## config.mk

```make
export PLATFORM = sky130hd
export DESIGN_NAME = slr_div_cell
export DESIGN_NICKNAME = d
export VERILOG_FILES = /design/src/rtl/core/spherical_lens_remap_unit_assert.svh /design/src/rtl/core/slr_pkg.sv /design/src/rtl/core/slr_div_cell.sv
export SDC_FILE = /design/constraint.sdc
export NUM_CORES = 1
export LEC_CHECK = 0
export ABC_AREA = 1
export BUFFER_PORTS_ARGS = -buffer_cell sky130_fd_sc_hd__buf_2
export CAP_MARGIN = 20
export CORE_MARGIN = 1
export CORE_UTILIZATION = 52
export CTS_BUF_LIST = sky130_fd_sc_hd__clkbuf_4
export DETAILED_ROUTE_END_ITERATION = 8
export PLACE_DENSITY = 0.95
export RECOVER_POWER = 25
export SYNTH_ARGS = -nofsm -noshare
export SYNTH_HDL_FRONTEND = slang
export SYNTH_SLANG_ARGS = --single-unit
```

## constraint.sdc

```tcl
create_clock -name clock -period 2 [get_ports clock]
set_clock_uncertainty 0.1 [all_clocks]
set_input_delay 0.1 -clock clock [delete_from_list [all_inputs] [get_ports clock]]
set_output_delay 0.1 -clock clock [all_outputs]
set_load 0.03 [all_outputs]
```

## src/rtl/core/spherical_lens_remap_unit_assert.svh

```systemverilog
// Assertion macros for the lens remap RTL.
`ifndef SPHERICAL_LENS_REMAP_UNIT_ASSERT_SVH
`define SPHERICAL_LENS_REMAP_UNIT_ASSERT_SVH

// Property must hold on every clock edge outside reset.
`define SLR_ASSERT(label, prop, msg) \
   label: assert property (@(posedge clock) disable iff (reset) (prop)) else $error(msg);

// Antecedent implies consequent on the next clock edge.
`define SLR_ASSERT_NEXT(label, ante, cons, msg) \
   label: assert property (@(posedge clock) disable iff (reset) (ante) |=> (cons)) \
      else $error(msg);

`endif

```

## src/rtl/core/slr_pkg.sv

```systemverilog
`timescale 1ns / 1ps
package slr_pkg;

   localparam int COORD_BITS_DEF = 12;
   localparam int FRAC_BITS_DEF  = 20;

   localparam int CSR_IDX_BITS = 3;
   localparam int CSR_DATA_BITS = 13;
   localparam int ADDR_BITS = 24;

   localparam logic [CSR_IDX_BITS-1:0] CSR_FRAME_WIDTH  = 3'd0;
   localparam logic [CSR_IDX_BITS-1:0] CSR_FRAME_HEIGHT = 3'd1;
   localparam logic [CSR_IDX_BITS-1:0] CSR_LENS_LEFT    = 3'd2;
   localparam logic [CSR_IDX_BITS-1:0] CSR_LENS_TOP     = 3'd3;
   localparam logic [CSR_IDX_BITS-1:0] CSR_LENS_SIZE    = 3'd4;
   localparam logic [CSR_IDX_BITS-1:0] CSR_ZOOM         = 3'd5;

   // Quotient width of the lens ratio.
   localparam int QUO_BITS = 2 * FRAC_BITS_DEF + 1;

endpackage

```

## src/rtl/core/slr_div_cell.sv

```systemverilog
`timescale 1ns / 1ps
// One restoring division step: shifts the remainder, subtracts the divisor when it fits.
module slr_div_cell
   import slr_pkg::*;
#(
   parameter int REM_BITS = 24,
   parameter int Q_BITS   = 41
) (
   input  logic                clock,
   input  logic                reset,
   input  logic                adv,
   input  logic                vld_i,
   input  logic [REM_BITS-1:0] rem_i,
   input  logic [REM_BITS-1:0] den_i,
   input  logic [Q_BITS-1:0]   quo_i,
   output logic                vld_o,
   output logic [REM_BITS-1:0] rem_o,
   output logic [REM_BITS-1:0] den_o,
   output logic [Q_BITS-1:0]   quo_o
);

   logic [REM_BITS:0]   sh;
   logic                ge;
   logic                vld_ff;
   logic [REM_BITS-1:0] rem_ff, den_ff;
   logic [Q_BITS-1:0]   quo_ff;

   assign sh = {rem_i, 1'b0};
   assign ge = (sh >= {1'b0, den_i});

   always_ff @(posedge clock) begin
      if (reset) begin
         vld_ff <= 1'b0;
      end else if (adv) begin
         vld_ff <= vld_i;
      end
   end

   always_ff @(posedge clock) begin
      if (adv) begin
         rem_ff <= ge ? REM_BITS'(sh - {1'b0, den_i}) : sh[REM_BITS-1:0];
         den_ff <= den_i;
         quo_ff <= {quo_i[Q_BITS-2:0], ge};
      end
   end

   assign vld_o = vld_ff;
   assign rem_o = rem_ff;
   assign den_o = den_ff;
   assign quo_o = quo_ff;

endmodule

```

==> qor.txt <==
Mapped Nets = 691
Netlist cell types = 28
Root buf cell = clkbuf_4
Worst-path clk slew = 0.18 ns
Remaining DRCs = 0
Port Buffer Count = 181
Layout cells sized above 1 = 29.1%
Fillers = 566
Sink Count = 90
Pre-CTS setup slack = -0.0372 ns
WP data arrival = 2.03 ns
Vias in the first global route = 5177
Crit end category = flip-flop
Seq cells post-synth = 90
GP Congestion = 0.885
Slew @ Worst Pin = 0.967 ns
Cell Area, Placed = 0.00637 mm^2
Critical path's largest stage delay = 0.54 ns
CP most frequent cell = nand2_1
Diodes inserted = 0
Antenna-violating nets left = 0
Maximum clock frequency = 0.528 GHz
Buf+Inv Stages, Crit Path = 4
Status = completed
Cell with the most instances after synthesis = nand2_1
Post-route minimum period = 1.89 ns
Synthesized area per cell = 8.78 um^2
Worst Setup Path Type = in2reg
Vias = 5369
Multi-input logic area = 0.00189 mm^2
Vias/cell = 5.28
Die height = 100 um
Die Wd = 100 um
Nets@finish = 1001
Starting DRT DRC Count = 507
Worst hold-check path type = in2reg
Setup WS post-layout = 0.108 ns
Most instantiated cells after synthesis = nand2_1 (215), inv_1 (109), edfxtp_1 (89), nand4_1 (30), nor2_1 (27)
Initial core utilization = 53.9%
Final core occ = 79.9%
Maximum clock path buffer count = 2
Row Count = 35
CTS tree = yes
Reg area = 0.00269 mm^2
CP Data Required Time = 2.14 ns
Post-route cell area = 0.00746 mm^2
Top_reg_cell synth = edfxtp_1
Synth Warn # = 0
Critical Path Slowest Stage Cell = dlygate4sd3_1
Global-route wire length before repair = 26100 um
Final Non-Filler Cells = 1017
Slew margin rel. = 35.5%
Final max-slew violation count = 0
Final Hold Violating Endpoints = 0
Total power = 5.08 mW
Setup TNS = 0 ns
Tcrit/Tclk final = 94.6%
Initial antenna violation count = 0
Final setup vio count = 0
Clock Latency Late Sink = 0.46 ns
Sequential fraction of the synthesis area = 53.5%
Synth async-reset ratio = 0%
Startpoint Class = input pin
Worst IR Drop VDD = 0.000442 V
Area Overhead vs Synth = 48.2%
Pwr dens = 681 mW/mm^2
Top-area cell type share of the netlist area = 53.1%
Dpl cells = 908
# H-tree levels = 3
Max-cap viol count = 0
Total Routed Length = 17300 um
Drt pass-1 iters = 6
GRT overflow = 0
Static leakage = 3.86 nW
Clock buffer count from CTS = 9
Mapped Area = 0.00503 mm^2
Ports = 183
Largest net degree at the start of global routing = 38
Post-synth top area cell = edfxtp_1
Cells along the critical path = dlygate4sd3_1 > buf_2 > fa_2 > inv_1 > buf_4 > nand2_1 > nand3_2 > nand3_1 > nand3_1 > nand2_1 > nand2_1 > nand2_1
Overall routing resource usage = 34.5%
Hold WS = 0.163 ns
Full die area = 0.0101 mm^2
EDFF count, synth = 89
Top cells by area, synth = edfxtp_1 (53%), nand2_1 (16%), inv_1 (8.1%)
Final HPWL DP = 10300 um
Routed len/inst = 17.0 um
Largest delay contributor family on the critical path = buffers and inverters
Mapped Cells = 573
Core Area = 0.00933 mm^2
Critical-path maximum fanout = 3
layout make-up:
type	count	share of cell area [%]
multi-input combinational	360	25.3
sequential	90	36.1
timing repair buffer	307	28.8
clock buffer	10	1.01
tap	129	2.16
clock inverter	6	0.772
inverter	115	5.79
metal layers:
metal / wire (um) / vias to the layer above / part of all wire (%) / global-route usage [%]
li1: - / 2455 / - / -
met1: 6070 / 2392 / 35 / 39.6
met2: 8500 / 417 / 49 / 60.7
met3: 1720 / 105 / 10 / 7.24
met4: 994 / 0 / 5.7 / 17.9
met5: 0 / - / 0 / 0
logic make-up after synthesis:
family          after synthesis  synth area share (%)
simple gates                312                  27.1
flops                        90                  53.5
compound gates               12                  1.47
mux                           1                 0.199
fa+ha+maj                    25                  6.37
xor+xnor                     10                  1.74
buf+inv                     123                  9.62
power by group:
part	switching [mW]	internal [mW]	leakage, nW
Sequential	0.0538	2.29	0.878
Combinational	1.07	0.606	2.91
Clock	0.753	0.304	0.0758
placed cells by master (no fill, tap or decap), types with 2 or more instances in the layout:
| master | netlist | final |
|---|---|---|
| inv_8 | 0 | 2 |
| nand3_2 | 2 | 4 |
| inv_6 | 0 | 3 |
| xor2_1 | 9 | 9 |
| nor2_2 | 3 | 4 |
| buf_4 | 0 | 30 |
| clkbuf_1 | 0 | 2 |
| nand3_1 | 24 | 22 |
| nand2_2 | 3 | 5 |
| buf_2 | 6 | 178 |
| buf_12 | 0 | 6 |
| nand4_1 | 30 | 30 |
| inv_1 | 109 | 109 |
| nand3_4 | 2 | 2 |
| a21oi_1 | 10 | 10 |
| nor2_1 | 27 | 26 |
| dlygate4sd3_1 | 0 | 89 |
| inv_2 | 5 | 5 |
| clkbuf_4 | 0 | 10 |
| nor3_1 | 2 | 2 |
| edfxtp_1 | 89 | 89 |
| ha_1 | 24 | 23 |
| nand2_1 | 215 | 213 |
worst paths after layout:
kind,depth (start not counted),slack [ns],end,startpoint
worst min register to register,3,1.11,vld_o,vld_o
worst max register to register,3,0.61,vld_o,vld_o
worst min-delay path,5,0.16,rem_o[6],rem_i[5]
worst max-delay path,12,0.11,rem_o[14],den_i[1]
worst min-delay path: stages:
cell	delay [ns]
buf_2	0.09
ha_1	0.20
xor2_1	0.09
nand2_1	0.06
nand2_1	0.04
state kept, by name, indices dropped and copies added, names as in the netlist:
| name | count |
|---|---|
| vld_o | 1 |
| den_o | 24 |
| quo_o | 41 |
| rem_o | 24 |
what timing repair did:
item	in CTS	in global routing
setup endpoints to repair	0	16
endpoints found under the hold margin	89	0
resized for setup	0	8
setup buffers	0	4
hold buffers	89	0
No activity file was read; power rests on OpenSTA's default activity.
