**src/rtl/core/spherical_lens_remap_unit_assert.svh**
```systemverilog
// Assertion macros for the lens remap RTL.
`ifndef SPHERICAL_LENS_REMAP_UNIT_ASSERT_SVH
`define SPHERICAL_LENS_REMAP_UNIT_ASSERT_SVH

// Property must hold on every clock edge outside reset.
`define SLR_ASSERT(label, prop, msg) \
   label: assert property (@(posedge clock) disable iff (reset) (prop)) else $error(msg);

// Antecedent implies consequent on the next clock edge.
`define SLR_ASSERT_NEXT(label, ante, cons, msg) \
   label: assert property (@(posedge clock) disable iff (reset) (ante) |=> (cons)) \
      else $error(msg);

`endif

```
**src/rtl/core/slr_pkg.sv**
```systemverilog
`timescale 1ns / 1ps
package slr_pkg;

   localparam int COORD_BITS_DEF = 12;
   localparam int FRAC_BITS_DEF  = 20;

   localparam int CSR_IDX_BITS = 3;
   localparam int CSR_DATA_BITS = 13;
   localparam int ADDR_BITS = 24;

   localparam logic [CSR_IDX_BITS-1:0] CSR_FRAME_WIDTH  = 3'd0;
   localparam logic [CSR_IDX_BITS-1:0] CSR_FRAME_HEIGHT = 3'd1;
   localparam logic [CSR_IDX_BITS-1:0] CSR_LENS_LEFT    = 3'd2;
   localparam logic [CSR_IDX_BITS-1:0] CSR_LENS_TOP     = 3'd3;
   localparam logic [CSR_IDX_BITS-1:0] CSR_LENS_SIZE    = 3'd4;
   localparam logic [CSR_IDX_BITS-1:0] CSR_ZOOM         = 3'd5;

   // Quotient width of the lens ratio.
   localparam int QUO_BITS = 2 * FRAC_BITS_DEF + 1;

endpackage

```
**src/rtl/core/slr_sqrt_cell.sv**
```systemverilog
`timescale 1ns / 1ps
// One digit-recurrence step of the integer square root.
module slr_sqrt_cell
   import slr_pkg::*;
#(
   parameter int N_BITS = 42,
   parameter int R_BITS = 21
) (
   input  logic              clock,
   input  logic              reset,
   input  logic              adv,
   input  logic              vld_i,
   input  logic [N_BITS-1:0] num_i,
   input  logic [R_BITS+1:0] rem_i,
   input  logic [R_BITS-1:0] root_i,
   output logic              vld_o,
   output logic [N_BITS-1:0] num_o,
   output logic [R_BITS+1:0] rem_o,
   output logic [R_BITS-1:0] root_o
);

   logic [R_BITS+1:0] trial, cand;
   logic              ok;
   logic              vld_ff;
   logic [N_BITS-1:0] num_ff;
   logic [R_BITS+1:0] rem_ff;
   logic [R_BITS-1:0] root_ff;

   // bring down the next two radicand bits and try root*4+1
   assign trial = {rem_i[R_BITS-1:0], num_i[N_BITS-1 -: 2]};
   assign cand  = {root_i, 2'b01};
   assign ok    = (trial >= cand);

   always_ff @(posedge clock) begin
      if (reset) begin
         vld_ff <= 1'b0;
      end else if (adv) begin
         vld_ff <= vld_i;
      end
   end

   always_ff @(posedge clock) begin
      if (adv) begin
         num_ff  <= {num_i[N_BITS-3:0], 2'b00};
         rem_ff  <= ok ? trial - cand : trial;
         root_ff <= {root_i[R_BITS-2:0], ok};
      end
   end

   assign vld_o  = vld_ff;
   assign num_o  = num_ff;
   assign rem_o  = rem_ff;
   assign root_o = root_ff;

endmodule

```
**config.mk**
```make
export PLATFORM = sky130hd
export DESIGN_NAME = slr_sqrt_cell
export DESIGN_NICKNAME = d
export VERILOG_FILES = /design/src/rtl/core/spherical_lens_remap_unit_assert.svh /design/src/rtl/core/slr_pkg.sv /design/src/rtl/core/slr_sqrt_cell.sv
export SDC_FILE = /design/constraint.sdc
export NUM_CORES = 1
export LEC_CHECK = 0
export ABC_AREA = 1
export BUFFER_PORTS_ARGS = -buffer_cell sky130_fd_sc_hd__buf_2
export CORE_MARGIN = 2
export CORE_UTILIZATION = 25
export CTS_BUF_LIST = sky130_fd_sc_hd__clkbuf_16
export CTS_CLUSTER_DIAMETER = 200
export DETAILED_ROUTE_END_ITERATION = 16
export GPL_TIMING_DRIVEN = 0
export PLACE_DENSITY = 0.46
export SYNTH_ARGS = -nofsm -noshare
export SYNTH_HDL_FRONTEND = slang
export SYNTH_SLANG_ARGS = --single-unit
```
**constraint.sdc**
```tcl
create_clock -name clock -period 2 [get_ports clock]
set_input_delay 0.1 -clock clock [delete_from_list [all_inputs] [get_ports clock]]
set_output_delay 0.1 -clock clock [all_outputs]
set_load 0.01 [all_outputs]
```
==> results by group, run 1 <==
Critical path
  – Critical path's slowest cell: ha_1
  – CP startpoint kind: primary input
  – Critical Path Most Common Cell: nand2_1
  – Critical Path RT: 2.09 ns
  – Critical-path cell list: buf_2 -> inv_1 -> ha_1 -> nand2_1 -> nand2_1 -> inv_1 -> nand2_2 -> nand2_1 -> nand2_2 -> nand2_1 -> nand4_4 -> buf_12 -> nand3_1 -> nand2_1
  – Critical Path Source: root_i[0]
  – CP peak stage delay: 0.36 ns
  – Critical path class: primary input to flop
  – Peak fanout along the critical path: 10
  – Critical path capture point type: flop
  – CP arrival: 1.83 ns
  – R2r startpoint: vld_o
  – R2R setup slack: 1.43 ns

Job
  – Maximum Capacitance Violations: 0

Power and ir drop
  – Int Power: 3756 µW
  – Leak Pwr: 0.003518 µW
  – Switching Share: 27.70%
  – Worst vdd ir: 0.3295 mV
  – Net Switching: 1439 µW
  – Combinational Power Share: 22.9%
  – Pwr/cell area: 749.9 nW/µm²
  – Clock power share: 34.8%
  – Tot Pwr: 5195 µW
  – Register share of total power: 42.3%

Drt
  – WL final: 14100 µm
  – Post-route ant nets: 0
  – Per-cell routed wire length: 13.67 µm
  – Vias per inst: 4.077
  – Via count: 4203
  – Starting DRT DRC Count: 176
  – Remaining DRCs: 0
  – Pre-Repair DR Iteration Count: 4

Clocking
  – Post-CTS resize count: 0
  – Reg clk slew, reported paths: 0.07 ns
  – Clk root buf: clkbuf_16
  – Clk buf depth: 2
  – Hold_buf cts: 61
  – CTS tree: built
  – Sink Count: 85
  – Post-CTS setup buffer count: 0
  – CTS buffer count: 9
  – Later-pin clock latency in the skew report: 0.34 ns
  – H-Tree Depth: 3

GRT
  – Grt total ovfl: 0
  – First-pass GRT wire length: 21420 µm
  – Met3 usage: 4.326%
  – Total Routing Usage GR: 13.79%
  – Vias in the first global route: 4122
  – Initial antenna violation count: 0
  – Met1 usage: 16.16%
  – Largest net degree at the start of global routing: 48
  – Met2 usage: 24.47%
  – Most used routing layer: met2

STA
  – Worst-margin pin slew: 0.5480 ns
  – Final setup violation count: 0
  – RSZ-0062 raised after global routing: false
  – Endpoints failing hold: 0
  – Setup TNS: 0 ns
  – Fmax: 576.9 MHz
  – Slew Viols, Final: 0
  – Min cycle time layout: 1.733 ns
  – Clock Skew: 0 ns
  – Period utilization: 86.67%
  – Slew margin rel.: 63.46%

Cells and area
  – Layout Nets: 905
  – Ant diodes: 0
  – Layout area overhead: 43.94%
  – Share of cells above drive strength 1: 27.73%
  – Layout fillers: 1961
  – Fin util: 36.91%
  – Final cell count without fillers: 1031
  – Final Instance Area: 6927 µm²

Die
  – Initial core utilization: 25.64%
  – Die Span Y: 142.7 µm
  – I/O Pins: 177
  – Rows: 50
  – Die ar.: 20370 µm²
  – Die Width: 142.7 µm
  – Core footprint: 18770 µm²

Synthesis
  – Yosys reg bits: 85
  – Synth area leaders: edfxtp_1 (52%), nand2_1 (14%), inv_1 (8.9%), ha_1 (6.0%), nand3_1 (4.4%)
  – Post-synth EDFFs: 84
  – Top-area cell type share of the netlist area: 52.42%
  – Leading area contributor after synthesis: edfxtp_1
  – Asr flop ratio synth: 0%
  – Post-Syn Area: 4812 µm²
  – Syn Inst Count: 546
  – Seq/Total Area, Yosys: 52.83%
  – Synth Flop Type: edfxtp_1
  – Netlist cell types: 30
  – Synth warn: 0
  – Avg Inst Size Synth: 8.813 µm²

Placed design
  – HPWL after DPL: 11000 µm
  – Port bufs: 172
  – DP Cell Count: 954
  – Post-DP Area: 6000 µm²
  – Global placer's final weighted congestion: 0.8363

Min path
  – Hold Path Class: primary input to flop
  – Worst Min Path Start: vld_i

Status
  – Outcome: finished, final reports clean
## sequential cells by signal, summed over array words and instances, names as in the netlist
register and cells:
rem_o 23, num_o 40, root_o 21, vld_o 1
## worst max-delay path, delay by kind of cell
| family | cells | cell delay, ns |
|---|---|---|
| and+or+nand+nor | 9 | 0.93 |
| buffers and inverters | 4 | 0.42 |
| adders and majority gates | 1 | 0.36 |
## power by group through the flow
stage / registers [µW] / logic, µW / clock network, µW
after floorplan: 2340 / 548 / 0
after global routing: 2220 / 1350 / 1910
final: 2200 / 1190 / 1810
after detailed placement: 2240 / 1110 / 0
after global placement: 2240 / 1110 / 0
after CTS: 2200 / 1210 / 1870
## layout make-up
class | instances | area, µm² | share of cell area [%]
multi-input combinational | 340 | 1764 | 25.47
timing repair buffer | 234 | 1501 | 21.68
inverter | 115 | 431.7 | 6.232
sequential | 85 | 2542 | 36.71
tap | 234 | 292.8 | 4.227
clock inverter | 7 | 91.34 | 1.319
clock buffer | 9 | 225.2 | 3.251
buffer | 7 | 77.57 | 1.120
## cell usage in the layout (no fill, tap or decap), types with 8 or more instances in the layout
master / instances
edfxtp_1: 84
xor2_1: 9
nor2_1: 26
nand2_1: 182
clkbuf_16: 9
ha_1: 23
inv_1: 115
buf_2: 172
dlygate4sd3_1: 61
a21oi_1: 11
nand3_1: 42
nand2_2: 8
## worst paths after layout
kind              depth (start not counted)        end
setup / recovery                         14  rem_o[21]
hold / removal                            3      vld_o
setup reg to reg                          2      vld_o
hold reg to reg                           2      vld_o
## metrics by stage
stage,worst slack (ns),hold WS [ns]
after floorplan,0.3710,0.1724
after global placement,-0.1072,0.2724
after detailed placement,-0.1017,0.2787
after CTS,0.2786,0.004295
after global routing,0.1001,0.04619
final,0.2666,0.008749
## cells by family after synthesis
logic type	Yosys count	synth area share [%]
buf+inv	122	10.58
mux	1	0.2080
flops	85	52.83
compound gates	19	2.444
other cells	1	0.07793
xor+xnor	10	1.820
simple gates	285	26.05
fa+ha+maj	23	5.980
## synth_stat cells, types with 2 or more instances
| cell | count |
|---|---|
| o21ai_1 | 2 |
| nand4_1 | 6 |
| buf_4 | 2 |
| nor2_2 | 4 |
| nand3_2 | 4 |
| nor2_1 | 26 |
| edfxtp_1 | 84 |
| nand3b_1 | 6 |
| o21ai_2 | 6 |
| a21oi_1 | 11 |
| nand2_1 | 182 |
| nand3_1 | 42 |
| xor2_1 | 9 |
| inv_1 | 114 |
| ha_1 | 23 |
| buf_6 | 2 |
| nor3_1 | 3 |
| nand2_2 | 8 |
## layer usage
metal,part of all wire [%],routed length [µm]
met5,0,0
met4,0.94,133
met3,7.4,1046
met2,48,6696
met1,44,6219
No activity file was read; power rests on OpenSTA's default activity.
==> inputs of run 2 (changes only) <==
Settings changed: CELL_PAD_IN_SITES_DETAIL_PLACEMENT set to 0, CELL_PAD_IN_SITES_GLOBAL_PLACEMENT set to 1, PLACE_DENSITY 0.46 to 0.59.
==> run 2 against run 1 <==
Effect of this change:
- clock skew stayed put
- die area stayed put
- critical path depth is 2 lower
- cell area is 0.49% higher
- first-iteration DRC count is 7.4% lower
- worst setup slack better by 0.014 ns
- clock power is 7% higher
- critical path type unchanged
- largest cell class unchanged
==> results by group, run 2 (synthesis gave the netlist of run 1 again) <==
Cells and area
  – Highest-count cells in the layout ignoring fill and taps: nand2_1 (182), buf_2 (172), inv_1 (116)
  – Share of cells above drive strength 1: 27.57%
  – Largest register FFs: 40
  – Final Instance Area: 6960 µm²
  – Layout Nets: 906
  – Final cell count without fillers: 1032
  – Ant diodes: 0
  – Layout area overhead: 44.64%
  – Commonest non-fill, non-tap cell in the layout: nand2_1

GRT
  – Largest net degree at the start of global routing: 64
  – Total Routing Usage GR: 14.18%
  – First-pass GRT wire length: 22200 µm
  – Initial antenna violation count: 0
  – Grt total ovfl: 0
  – Vias in the first global route: 4387

Die
  – Die Span Y: 142.7 µm
  – I/O Pins: 177
  – Core footprint: 18770 µm²
  – Die Width: 142.7 µm
  – Rows: 50
  – Initial core utilization: 25.64%
  – Die ar.: 20370 µm²

Drt
  – Vias per inst: 4.125
  – WL final: 14330 µm
  – Starting DRT DRC Count: 163
  – Via count: 4257
  – Post-route ant nets: 0
  – Pre-Repair DR Iteration Count: 6
  – Per-cell routed wire length: 13.89 µm
  – Remaining DRCs: 0

Placed design
  – HPWL after DPL: 11140 µm
  – DP Cell Count: 954
  – Post-DP Area: 6000 µm²
  – Port bufs: 172
  – Global placer's final weighted congestion: 0.8250

Clocking
  – H-Tree Depth: 3
  – CTS tree: built
  – Sink Count: 85
  – Reg clk slew, reported paths: 0.07 ns
  – Clk root buf: clkbuf_16
  – Clk buf depth: 2
  – Later-pin clock latency in the skew report: 0.34 ns
  – CTS buffer count: 9

Critical path
  – Bufs and invs on worst path: 4
  – Critical Path Most Common Cell: nand2_1
  – CP top delay family: simple AND/OR/NAND/NOR gates
  – CP arrival: 1.94 ns
  – Critical-path cell list: buf_2 -> ha_1 -> nand2_1 -> inv_1 -> nand2_1 -> inv_1 -> nand4_1 -> nand2_1 -> nor2_2 -> buf_2 -> nand3_1 -> nand2_1
  – CP peak stage delay: 0.37 ns
  – Peak fanout along the critical path: 10
  – Critical Path RT: 2.22 ns
  – CP startpoint kind: primary input
  – Critical path capture point type: flop
  – Critical path class: primary input to flop
  – Critical path's slowest cell: ha_1

STA
  – Min cycle time layout: 1.720 ns
  – Final hold slack: 0.06780 ns
  – Period utilization: 85.98%
  – Final setup violation count: 0
  – Fmax: 581.5 MHz
  – RSZ-0062 raised after global routing: false
  – Clock Skew: 0 ns
  – Slew Viols, Final: 0
  – Endpoints failing hold: 0

Power and ir drop
  – Worst vdd ir: 0.2926 mV
  – Tot Pwr: 5324 µW
  – Leak Pwr: 0.003536 µW
  – Pwr/cell area: 764.9 nW/µm²

Job
  – Maximum Capacitance Violations: 0

Min path
  – Hold Path Class: primary input to flop

Status
  – Outcome: finished, final reports clean
[run 2: cell count changes in the layout (fill, tap and decap cells not counted), sizes merged]
cell / delta
clkinv: -2
bufinv: +1
dlygate4sd3: +1
inv: +1
[run 2: final timing paths]
kind                            slack (ns)  startpoint  depth (start not counted)        end
worst max-delay path                  0.28   rem_i[15]                         12  rem_o[21]
worst min-delay path                  0.07   rem_i[12]                          3  rem_o[14]
worst max register to register        0.84       vld_o                          3      vld_o
worst min register to register        1.06       vld_o                          3      vld_o
[run 2: layout make-up]
class                      count  area [µm²]
multi-input combinational    340        1764
tap                          234       292.8
clock inverter                 7       115.1
clock buffer                   9       225.2
timing repair buffer         235        1511
buffer                         7       77.57
sequential                    85        2542
inverter                     115       431.7
fill                        1942       11810
[run 2: metal layers]
layer	global-route usage (%)	vias up	share of wire [%]	wire, µm
met2	25.38	146	48	6884
li1	-	2220	-	-
met3	4.393	8	7.3	1044
met4	3.856	0	1.0	145
met5	0	-	0	0
met1	16.35	1883	44	6258
[run 2: per-stage QoR]
stage          setup slack (ns)  utilization (%)  TNS, ns
2_1_floorplan            0.3710                -        0
3_3_place_gp           -0.09499            31.81  -0.7835
3_5_place_dp           -0.09351            31.97  -0.8759
4_1_cts                  0.2639            37.09        0
5_1_grt                  0.1217            37.09        0
6_report                 0.2804            37.09        0
[run 2: repair_timing]
item                                   in CTS  in global routing
endpoints found under the hold margin      61                  0
setup buffers                               0                  0
resized for setup                           0                  0
hold buffers                               62                  0
[run 2: report_power, final]
group	total, µW	internal, µW	switching (µW)	leakage, µW
Sequential	2200	2160	39.3	0.000830
Combinational	1190	502	692	0.00253
Clock	1930	1220	709	0.000173
Total	5320	3880	1440	0.00354
[run 2: worst min-delay path, cell delays in order]
cell	delay, ns
buf_2	0.09
nand3_1	0.07
nand2_1	0.05
